===== config.mk =====
export PLATFORM = sky130hd
export DESIGN_NAME = sactc_counters
export DESIGN_NICKNAME = d
export VERILOG_FILES = /design/src/sactc_pkg.sv /design/src/sactc_counters.sv
export SDC_FILE = /design/constraint.sdc
export NUM_CORES = 1
export LEC_CHECK = 0
export BUFFER_PORTS_ARGS = -buffer_cell sky130_fd_sc_hd__buf_2
export CAP_MARGIN = 20
export CORE_MARGIN = 2
export CORE_UTILIZATION = 55
export CTS_CLUSTER_DIAMETER = 30
export CTS_CLUSTER_SIZE = 16
export DETAILED_ROUTE_END_ITERATION = 6
export PLACE_DENSITY = 0.82
export REMOVE_ABC_BUFFERS = 1
export SYNTH_ARGS = -nofsm -noshare
export SYNTH_HDL_FRONTEND = slang
export SYNTH_SLANG_ARGS = --single-unit

===== constraint.sdc =====
create_clock -name clk -period 3.1 [get_ports clk]
set_input_delay 0.93 -clock clk [delete_from_list [all_inputs] [get_ports clk]]
set_output_delay 0.93 -clock clk [all_outputs]
set_load 0.01 [all_outputs]

===== src/sactc_pkg.sv =====
// Shared types and constants for the set-associative cache tag controller.
// No dependencies.
package sactc_pkg;

  localparam logic [1:0] CMD_LOAD  = 2'd0;
  localparam logic [1:0] CMD_STORE = 2'd1;
  localparam logic [1:0] CMD_FETCH = 2'd2;
  localparam logic [1:0] CMD_OTHER = 2'd3;

  localparam logic [1:0] REG_OFFSET = 2'd0;
  localparam logic [1:0] REG_INDEX  = 2'd1;
  localparam logic [1:0] REG_WAYS   = 2'd2;

  localparam int CNT_W = 32;
  localparam int NUM_CNT = 7;

  typedef logic [CNT_W-1:0] cnt_t;

  typedef struct packed {
    logic       hit;
    logic       miss;
    logic       wb;
    logic [1:0] command;
  } event_t;

endpackage


===== src/sactc_counters.sv =====
// Saturating access counters for the cache tag controller.
// Depends on sactc_pkg.
module sactc_counters (
  input  logic                         clk,
  input  logic                         rst,
  input  logic                         bump,
  input  sactc_pkg::event_t            ev,
  output sactc_pkg::cnt_t [6:0]        counts
);
  import sactc_pkg::*;

  cnt_t [NUM_CNT-1:0] cnt;
  logic [NUM_CNT-1:0] inc;

  always_comb begin
    inc = '0;
    if (ev.command != CMD_OTHER) begin
      inc[{ev.command, 1'b0}] = 1'b1;
      if (ev.miss) inc[{ev.command, 1'b1}] = 1'b1;
    end
    inc[6] = ev.wb;
  end

  always_ff @(posedge clk) begin
    if (rst) begin
      cnt <= '0;
    end else if (bump) begin
      for (int i = 0; i < NUM_CNT; i++) begin
        if (inc[i] && cnt[i] != '1) cnt[i] <= cnt[i] + 1'b1;
      end
    end
  end

  assign counts = cnt;
endmodule


==> Yosys cells after proc, flatten, opt, wreduce, memory -nomap -nowiden <==
Cells that the tools add are included.
{ "totals": {"regBits": 224, "output_inout_bits": 224} }
{ "classes": {"n_eq_ne": 8, "n_bitwise": 1, "n_lt_le_gt_ge": 4, "n_addsub": 7, "n_reduce_logical": 16, "muxes": 6} }
{ "ops": {"columns": ["cell", "count"], "rows": [
  ["$add 32x1->32 const B", 7],
  ["$ne 32x32->1 const B", 7],
  ["$reduce_and 2->1", 7],
  ["$mux 6", 2],
  ["$logic_and 1x1->1", 9],
  ["$lt 3x4->1 const B", 2],
  ["$ge 3x1->1 const B", 2],
  ["$or 5x6->6", 1],
  ["$demux 1 s2", 2],
  ["$mux 1", 2],
  ["$ne 2x2->1 const B", 1]
]} }

==> Depth between registers and ports, before layout <==
Gate-level depths: netlist of the first run.
{ "logic_depth": {"depth_word": 9, "mapped_depth": 9, "mapped_depth_nobuf": 7} }

==> Worst setup path after synthesis of the first run <==
Ideal clock, no wire load.
{ "synth_path": {"path_type": "input -> register", "from": "input port ev[0] in the netlist's numbering", "to": "register cnt (netlist bit counts[63])", "path_slack_ns": 0.258, "arrival_time_ns": 2.772, "cell_stages": 9, "required_ns": 3.030, "path_cell_list": "buf_6 > nor4bb_1 > buf_2 > and4_1 > buf_4 > nand3_4 > or3_4 > or4_1 > a21oi_1"} }
{ "synth_between": {"elab_chain_cells": 9} }
{ "synth_rtl": {"columns": ["element", "line", "source"], "rows": [
  ["start: declaration", "sactc_counters.sv:7", "input sactc_pkg::event_t ev,"],
  ["$lt 3x4->1 (not written as such) or $ge 3x1->1 (tied branches)", "sactc_counters.sv:19", "if (ev.miss) inc[{ev.command, 1'b1}] = 1'b1;"],
  ["$logic_and 1x1->1 (not written as such)", "sactc_counters.sv:19", null],
  ["$mux 1 (not written as such)", "sactc_counters.sv:19", null],
  ["$demux 1 s2", "sactc_counters.sv:19", null],
  ["$or 5x6->6 (no line)", null, null],
  ["$mux 6", "sactc_counters.sv:19", null],
  ["$mux 6 *", "sactc_counters.sv:17", "if (ev.command != CMD_OTHER) begin"],
  ["$logic_and 1x1->1 *", "sactc_counters.sv:29", "if (inc[i] && cnt[i] != '1) cnt[i] <= cnt[i] + 1'b1;"],
  ["$reduce_and 2->1 (no line) *", null, null],
  ["end signal: assignment", "sactc_counters.sv:26", "cnt <= '0;"],
  ["end: declaration", "sactc_counters.sv:12", "cnt_t [NUM_CNT-1:0] cnt;"]
]} }
Every way passes the cells marked *; elsewhere a longest branch is shown, timed or not.
A chain may end at the register's enable or synchronous reset.

==> Final worst setup path of the first run <==
{ "layout_path": {"from": "register cnt (netlist bit counts[142])", "to": "register cnt (netlist bit counts[129])"} }
{ "layout_between": {"elab_chain_cells": 3} }
{ "layout_rtl": {"columns": ["element", "line"], "rows": [
  ["$ne 32x32->1", "sactc_counters.sv:29"],
  ["$logic_and 1x1->1", "sactc_counters.sv:29"],
  ["$reduce_and 2->1 (no line)", null]
]} }
No other way between the ends.

==> results of run 1 <==
[placed cells by master (no fill, tap or decap), drive strengths merged, types with 5 or more instances in the layout]
cell type,count
and2,9
nor3b,8
inv,22
a21oi,35
bufinv,6
o21ai,30
or3,38
nor3,65
nand4,82
xor2,81
nand3,93
ha,7
nor2,220
dfxtp,224
clkbuf,56
and3,28
buf,257
nand2,84
nor4,42
xnor2,102
or4,9
and4,27
clkinv,21
nand4b,5
[cells by family (layout without fill, tap and decap cells)]
logic type               count (synthesis)  count (layout)  synth area share
AND/OR/NAND/NOR                        728             728             0.348
flip-flops                             224             224             0.416
XOR/XNOR                               183             183             0.149
AO/OA/AOI/OAI                           85              85            0.0458
buffers and inverters                   76             365            0.0282
adder cells (fa/ha/maj)                  7               7           0.00813
multiplexers                             5               5           0.00476
[path summary, 6_finish.rpt]
| kind | to | slack [ns] |
|---|---|---|
| hold / removal | counts[223] | 0.50 |
| hold reg to reg | counts[223] | 0.50 |
| setup / recovery | counts[129] | 0.31 |
| setup reg to reg | counts[129] | 0.31 |
[layout make-up]
cell class              count  share of cell area
well taps                 265              0.0239
multi-input cells        1008               0.431
repair buffers            257              0.0989
clock inverters            31              0.0247
inverters                  21             0.00568
clock buffers              56              0.0923
flip-flops and latches    224               0.323
[layer usage]
metal / part of all wire / up-vias / GRT usage
met5: 0.00055 / - / 0
met4: 0.030 / 2 / 0.112
met3: 0.079 / 73 / 0.0686
met2: 0.46 / 423 / 0.427
met1: 0.43 / 4987 / 0.353
li1: - / 5160 / -
[worst reg2reg max path, stage by stage, from the launching register on]
cell and delay, ns:
dfxtp_1 0.41, nand4_1 0.21, or4_1 0.60, o31ai_1 0.93
buf_4 0.27, mux2i_1 0.19, nor2_1 0.05
[where the power goes]
part / internal (mW) / switching [mW]
combinational: 0.0355 / 0.0907
clock: 3.44 / 1.60
sequential: 2.89 / 0.00864
total: 6.37 / 1.70
==> run summary, run 1 <==
## Run status
* **result of the run** completed

## Place
* **pre-CTS setup slack** 0.0940 ns
* **Detailed Place HPWL** 19.9 mm
* **RD Place Congestion** 0.929
* **cell area after placement** 12300 µm²
* **number of buffers added on ports** 230
* **cell count after placement** 1775

## Detailed routing
* **Vias per Instance** 5.72
* **remaining routing DRC violations** 0
* **total length of routed wires** 29.1 mm
* **Initial DRT Pass Iterations** 5
* **count of routing violations after the opening detailed-route iteration** 723
* **antenna-violating nets left** 0
* **via total after detailed routing** 10600
* **Avg WL per Cell** 15.6 µm

## Pwr
* **Final Power** 8.06 mW
* **Max IR drop VDD** 546 µV
* **cell leakage power** 5.43 nW
* **Pwr Density** 581 nW/µm²

## Clock network
* **Resized Gates After CTS** 0
* **clock buffer count from CTS** 47
* **Max Root-Sink Buffers** 3
* **hold buffer count at cts** 0
* **Clk pin slew, worst setup/hold paths** 0.05 ns
* **sinks on the clock net** 224
* **clock tree from TritonCTS** yes
* **number of buffers inserted to repair setup after CTS** 0
* **Clock Latency Late Sink** 0.52 ns
* **Root Driver** clkbuf_16
* **H-tree levels** 2

## Cells and area
* **Post-Route Utilization** 0.718
* **number of flip-flops in the largest register** 224
* **final instance area** 13900 µm²
* **area taken by multi-input logic gates** 5990 µm²
* **number of standard cells in the final layout excluding fillers** 1862
* **post-layout net count** 1574
* **area growth from synthesis to layout** 28.8%
* **Fill cells** 1548
* **# diodes** 0
* **share of post-route cells with drive strength above 1** 0.220
* **area occupied by registers** 4480 µm²

## Synth
* **post-synthesis register bit count** 224
* **ys async rst share** 0
* **most common library cells after synthesis** dfxtp_1 (224), nor2_1 (219), xnor2_1 (102), nand3_1 (92), nand2_1 (84)
* **total of warnings raised by yosys** 0
* **library cell with the highest instance count after synthesis** dfxtp_1
* **area share of the largest cell type after synthesis** 0.416
* **number of instances in the synthesized netlist** 1308
* **number of library cell types mapped by synthesis** 51
* **cell taking the most area after synthesis** dfxtp_1
* **top flip-flop cell by instance count after synthesis** dfxtp_1
* **netlist area before placement** 10800 µm²
* **syn_area_per_cell** 8.24 µm²
* **main area contributors after synthesis** dfxtp_1 (42%), xnor2_1 (8.3%), nor2_1 (7.6%)
* **sequential element share of the synthesized area** 0.416
* **number of enable-type register cells in the synthesized netlist** 0

## STA
* **Min Hold Slack** 0.497 ns
* **actual transition at the worst max-transition pin** 1.04 ns
* **total count of max-transition violations in the final report** 0
* **setup violation total in the final timing report** 0
* **highest clock frequency the design can meet** 359 MHz
* **Setup WS post-layout** 0.313 ns
* **Final Skew** 0.0122 ns
* **final-layout setup total negative slack** 0 ns
* **number of endpoints with negative hold slack in the final report** 0
* **worst slew margin relative to its limit** 0.301
* **setup repair after global routing missed its margin** false
* **share of the clock period used by the worst path after layout** 0.899
* **Period minus WS final** 2.79 ns

## Worst setup path
* **critical path depth in cells** 6
* **Worst Path Class, Setup** reg2reg
* **startpoint of the worst-slack reg-to-reg timing path** counts[142]
* **slowest CP cell** o31ai_1
* **CP startpoint kind** flip-flop
* **cells along the critical path** nand4_1 -> or4_1 -> o31ai_1 -> buf_4 -> mux2i_1 -> nor2_1
* **peak fanout along the critical path** 10
* **largest stage delay on the critical path** 0.93 ns
* **count of buffer and inverter cells on the critical path** 1
* **logic depth of the worst register-to-register path** 6
* **critical path's top delay family** compound AO/OA/AOI/OAI gates
* **endpoint arrival time on the critical path** 3.20 ns
* **Crit path required time** 3.51 ns
* **kind of capture point of the worst setup path** flip-flop
* **Critical Path Start** counts[142]

## Die
* **area of the core** 19300 µm²
* **horizontal extent of the die** 144 µm
* **Die Area** 20700 µm²
* **IO Count** 232
* **vertical extent of the die** 144 µm
* **Rows** 51
* **effective utilization at floorplan** 0.557

## GRT
* **Global Route Usage Sum** 0.270
* **final global-route overflow total** 0
* **antenna violations before repair** 1
* **via count of the first global-routing pass** 9656
* **pin count of the biggest net entering global routing** 90
* **global-route wire length before repair** 46.4 mm

## Worst hold path
* **class of the tightest hold or removal check** reg2reg
* **hold depth** 2
* **Hold Startpoint** counts[223]

## Job
* **number of max-capacitance violations reported** 0

Note: power is estimated with default switching activity, not from simulation.
==> inputs of run 2 (changes only) <==
CTS_CLUSTER_DIAMETER = 60   (was 30)
RECOVER_POWER = 50   (was not set)
==> run summary, run 2 (same netlist as run 1, synthesis figures left out) <==
## Die
* **area of the core** 19300 µm²
* **IO Count** 232
* **Die Area** 20700 µm²
* **horizontal extent of the die** 144 µm
* **Rows** 51
* **vertical extent of the die** 144 µm
* **effective utilization at floorplan** 0.557

## Clock network
* **clock buffer count from CTS** 20
* **clock tree from TritonCTS** yes
* **Root Driver** clkbuf_16
* **Max Root-Sink Buffers** 3
* **hold buffer count at cts** 0
* **Clk pin slew, worst setup/hold paths** 0.07 ns
* **Resized Gates After CTS** 0
* **sinks on the clock net** 224
* **H-tree levels** 1
* **number of buffers inserted to repair setup after CTS** 0
* **Clock Latency Late Sink** 0.51 ns

## Cells and area
* **area growth from synthesis to layout** 16.8%
* **number of flip-flops in the largest register** 224
* **Fill cells** 1786
* **Post-Route Utilization** 0.651
* **number of standard cells in the final layout excluding fillers** 1805
* **post-layout net count** 1547
* **most frequent cells in the layout** dfxtp_1 (224), nor2_1 (219), clkbuf_1 (214)
* **most frequent standard cell in the layout excluding fill and tap cells** dfxtp_1
* **share of post-route cells with drive strength above 1** 0.0539
* **# diodes** 0

## STA
* **share of the clock period used by the worst path after layout** 0.883
* **worst slew margin relative to its limit** 0.350
* **setup repair after global routing missed its margin** false
* **highest clock frequency the design can meet** 365 MHz
* **actual transition at the worst max-transition pin** 0.967 ns
* **setup violation total in the final timing report** 0
* **Final Skew** 0.0143 ns
* **Period minus WS final** 2.74 ns
* **number of endpoints with negative hold slack in the final report** 0
* **total count of max-transition violations in the final report** 0

## Worst setup path
* **logic depth of the worst register-to-register path** 6
* **startpoint of the worst-slack reg-to-reg timing path** counts[141]
* **peak fanout along the critical path** 10
* **internal reg-to-reg setup slack** 0.36 ns
* **worst reg2reg endpoint** counts[129]
* **Worst Path Class, Setup** reg2reg
* **CP startpoint kind** flip-flop
* **Crit path required time** 3.49 ns
* **kind of capture point of the worst setup path** flip-flop
* **endpoint arrival time on the critical path** 3.13 ns

## Detailed routing
* **Vias per Instance** 5.75
* **antenna-violating nets left** 0
* **total length of routed wires** 28.3 mm
* **via total after detailed routing** 10400
* **Avg WL per Cell** 15.7 µm
* **count of routing violations after the opening detailed-route iteration** 672
* **Initial DRT Pass Iterations** 5
* **remaining routing DRC violations** 0

## Run status
* **result of the run** completed

## Pwr
* **cell leakage power** 3.98 nW
* **Pwr Density** 429 nW/µm²
* **Max IR drop VDD** 478 µV

## GRT
* **met2 Usage GRT** 0.412
* **met3 global-route usage** 0.0556
* **global-route wire length before repair** 44.9 mm
* **grt peak-use layer** met2
* **final global-route overflow total** 0
* **antenna violations before repair** 1
* **Global Route Usage Sum** 0.260
* **pin count of the biggest net entering global routing** 90
* **GR Util met1** 0.352
* **via count of the first global-routing pass** 9278

## Worst hold path
* **class of the tightest hold or removal check** reg2reg
* **hold depth** 2
* **worst hold path endpoint** counts[223]
* **Hold Startpoint** counts[223]

## Place
* **Detailed Place HPWL** 19.9 mm
* **cell count after placement** 1775
* **number of buffers added on ports** 230
* **RD Place Congestion** 0.929

## Job
* **number of max-capacitance violations reported** 0

## run 2: changes by cell type in the layout (fill, tap and decap cells not counted), sizes merged
cell,delta
bufinv,-6
clkbuf,+180
buf,-214
clkinv,-16
clkinvlp,-3
inv,+2
## run 2: metal layers
layer	wire length [µm]	part of all wire
met4	777	0.027
met1	12400	0.44
met3	2170	0.077
met2	13000	0.46
met5	16	0.00057
## run 2: critical path, cell delays in order, from the launching register on
cell and delay [ns]:
dfxtp_1 0.43, nand4_1 0.22, or4_1 0.61, o31ai_1 0.87, buf_4 0.26, mux2i_1 0.19
nor2_1 0.05
## run 2: layout make-up
class / count / area [µm²] / share of cell area
Clock buffer: 22 / 539 / 0.0429
Clock inverter: 8 / 62.6 / 0.00497
Inverter: 21 / 78.8 / 0.00626
Multi-Input combinational cell: 1008 / 5990 / 0.476
Sequential cell: 224 / 4480 / 0.356
Tap cell: 265 / 332 / 0.0264
Timing Repair Buffer: 257 / 1100 / 0.0874
## run 2: how the worst max path moves through the flow
| stage | start | to | slack [ns] |
|---|---|---|---|
| floorplan | bump | counts[63] | -0.04 |
| global placement | ev[0] | counts[63] | 0.07 |
| CTS | counts[141] | counts[129] | 0.39 |
| detailed placement | bump | counts[63] | 0.09 |
| finish | counts[141] | counts[129] | 0.36 |
| global route | counts[141] | counts[129] | 0.14 |
## run 2: power breakdown
part           internal [mW]  switching, mW  leakage, nW
sequential              2.88        0.00887         1.80
combinational         0.0332         0.0912         1.88
clock                   1.26           1.11        0.300
total                   4.18           1.21         3.98
## run 2: per-stage QoR
step	hold slack (ns)	setup TNS (ns)	worst slack [ns]	total power [mW]	instance area [µm²]
detailed placement	0.487	0	0.0940	3.08	12300
global route	0.531	0	0.140	5.57	12600
CTS	0.500	0	0.395	5.44	12900
floorplan	0.498	-0.0431	-0.0431	2.99	10500
global placement	0.483	0	0.0712	3.08	12300
finish	0.508	0	0.362	5.39	12600
==> inputs of run 3 (changes only) <==
BUFFER_PORTS_ARGS = not set   (was -buffer_cell sky130_fd_sc_hd__buf_2)
DONT_BUFFER_PORTS = 1   (was not set)
PLACE_DENSITY = 0.72   (was 0.82)
==> run summary, run 3 (same netlist as run 1, synthesis figures left out) <==
## Clock network
* **hold buffer count at cts** 0
* **Root Driver** clkbuf_16
* **H-tree levels** 1
* **Clock Latency Late Sink** 0.50 ns
* **Max Root-Sink Buffers** 3
* **Clk pin slew, worst setup/hold paths** 0.07 ns
* **clock tree from TritonCTS** yes
* **number of buffers inserted to repair setup after CTS** 0
* **clock buffer count from CTS** 20
* **sinks on the clock net** 224
* **Resized Gates After CTS** 0

## Die
* **Rows** 51
* **vertical extent of the die** 144 µm
* **horizontal extent of the die** 144 µm
* **IO Count** 232
* **effective utilization at floorplan** 0.557
* **Die Area** 20700 µm²
* **area of the core** 19300 µm²

## Worst hold path
* **class of the tightest hold or removal check** in2reg

## STA
* **share of the clock period used by the worst path after layout** 0.843
* **Min Hold Slack** 0.521 ns
* **final-layout setup total negative slack** 0 ns
* **actual transition at the worst max-transition pin** 0.921 ns
* **worst slew margin relative to its limit** 0.386
* **highest clock frequency the design can meet** 383 MHz
* **Final Skew** 0.0103 ns
* **setup repair after global routing missed its margin** false
* **Period minus WS final** 2.61 ns
* **total count of max-transition violations in the final report** 0
* **setup violation total in the final timing report** 0
* **number of endpoints with negative hold slack in the final report** 0

## Worst setup path
* **Crit path required time** 3.49 ns
* **peak fanout along the critical path** 9
* **kind of capture point of the worst setup path** flip-flop
* **endpoint arrival time on the critical path** 3.00 ns
* **Worst Path Class, Setup** reg2reg
* **CP startpoint kind** flip-flop

## GRT
* **antenna violations before repair** 0
* **final global-route overflow total** 0
* **via count of the first global-routing pass** 8241
* **Global Route Usage Sum** 0.238
* **global-route wire length before repair** 40.9 mm
* **pin count of the biggest net entering global routing** 228

## Cells and area
* **most frequent standard cell in the layout excluding fill and tap cells** dfxtp_1
* **area growth from synthesis to layout** 8.13%
* **number of flip-flops in the largest register** 224
* **# diodes** 0
* **post-layout net count** 1314
* **Fill cells** 1746
* **share of post-route cells with drive strength above 1** 0.0466
* **most frequent cells in the layout** dfxtp_1 (224), nor2_1 (219), xnor2_1 (102)
* **final instance area** 11600 µm²

## Place
* **Detailed Place HPWL** 18.0 mm
* **cell area after placement** 11100 µm²
* **RD Place Congestion** 0.852
* **number of buffers added on ports** 0

## Detailed routing
* **count of routing violations after the opening detailed-route iteration** 489
* **remaining routing DRC violations** 0
* **antenna-violating nets left** 0
* **Initial DRT Pass Iterations** 5
* **via total after detailed routing** 9163
* **Avg WL per Cell** 16.5 µm
* **Vias per Instance** 5.83
* **total length of routed wires** 25.9 mm

## Job
* **number of max-capacitance violations reported** 0

## Run status
* **result of the run** completed

## Pwr
* **Max IR drop VDD** 430 µV
* **Pwr Density** 456 nW/µm²
* **cell leakage power** 3.62 nW

-- run 3: cell count changes in the layout (fill, tap and decap cells not counted), sizes merged --
cell,previous run,this run
inv,24,25
buf,43,21
clkinv,5,4
clkbuf,236,26
-- run 3: final timing paths --
| kind | endpoint | cells after the start | slack [ns] | start |
|---|---|---|---|---|
| setup reg to reg | counts[116] | 8 | 0.49 | counts[119] |
| setup / recovery | counts[116] | 8 | 0.49 | counts[119] |
| hold / removal | counts[192] | 1 | 0.52 | rst |
| hold reg to reg | counts[33] | 2 | 0.56 | counts[33] |
-- run 3: worst max-delay path, cell delays in order, from the launching register on --
cell and delay [ns]:
dfxtp_1 0.31, clkbuf_1 0.34, nand4_1 0.22, or4_1 0.63
o311ai_1 0.47, buf_4 0.25, nor3_1 0.07, xnor2_1 0.15
nor2_1 0.05
-- run 3: report_power, final --
| group | leakage (nW) | switching, mW | total [mW] | internal, mW |
|---|---|---|---|---|
| Sequential | 1.80 | 0.0132 | 2.90 | 2.88 |
| Clock | 0.302 | 1.11 | 2.37 | 1.27 |
| Combinational | 1.51 | 0.0266 | 0.0478 | 0.0212 |
-- run 3: cell type report --
class,instances,area [µm²],share of cell area
sequential,224,4480,0.385
multi-input combinational,1008,5990,0.514
timing repair buffer,24,169,0.0145
inverter,21,78.8,0.00677
clock inverter,8,57.6,0.00494
clock buffer,23,543,0.0466
tap,265,332,0.0285
-- run 3: through the flow --
stage	total power, mW	cells	setup WS (ns)	utilization
after floorplan	2.99	1253	-0.0431	-
after global placement	3.01	1542	0.248	0.572
after global routing	5.48	1573	0.250	0.603
final	5.32	1573	0.488	0.603
after detailed placement	3.01	1542	0.183	0.572
after CTS	5.38	1573	0.509	0.603
-- run 3: layer usage --
layer / track usage / share of wire / vias up
met4: 0.0593 / 0.021 / 0
met2: 0.388 / 0.46 / 273
met1: 0.302 / 0.43 / 4251
li1: - / - / 4599
met3: 0.0803 / 0.094 / 40
met5: 0 / 0 / -
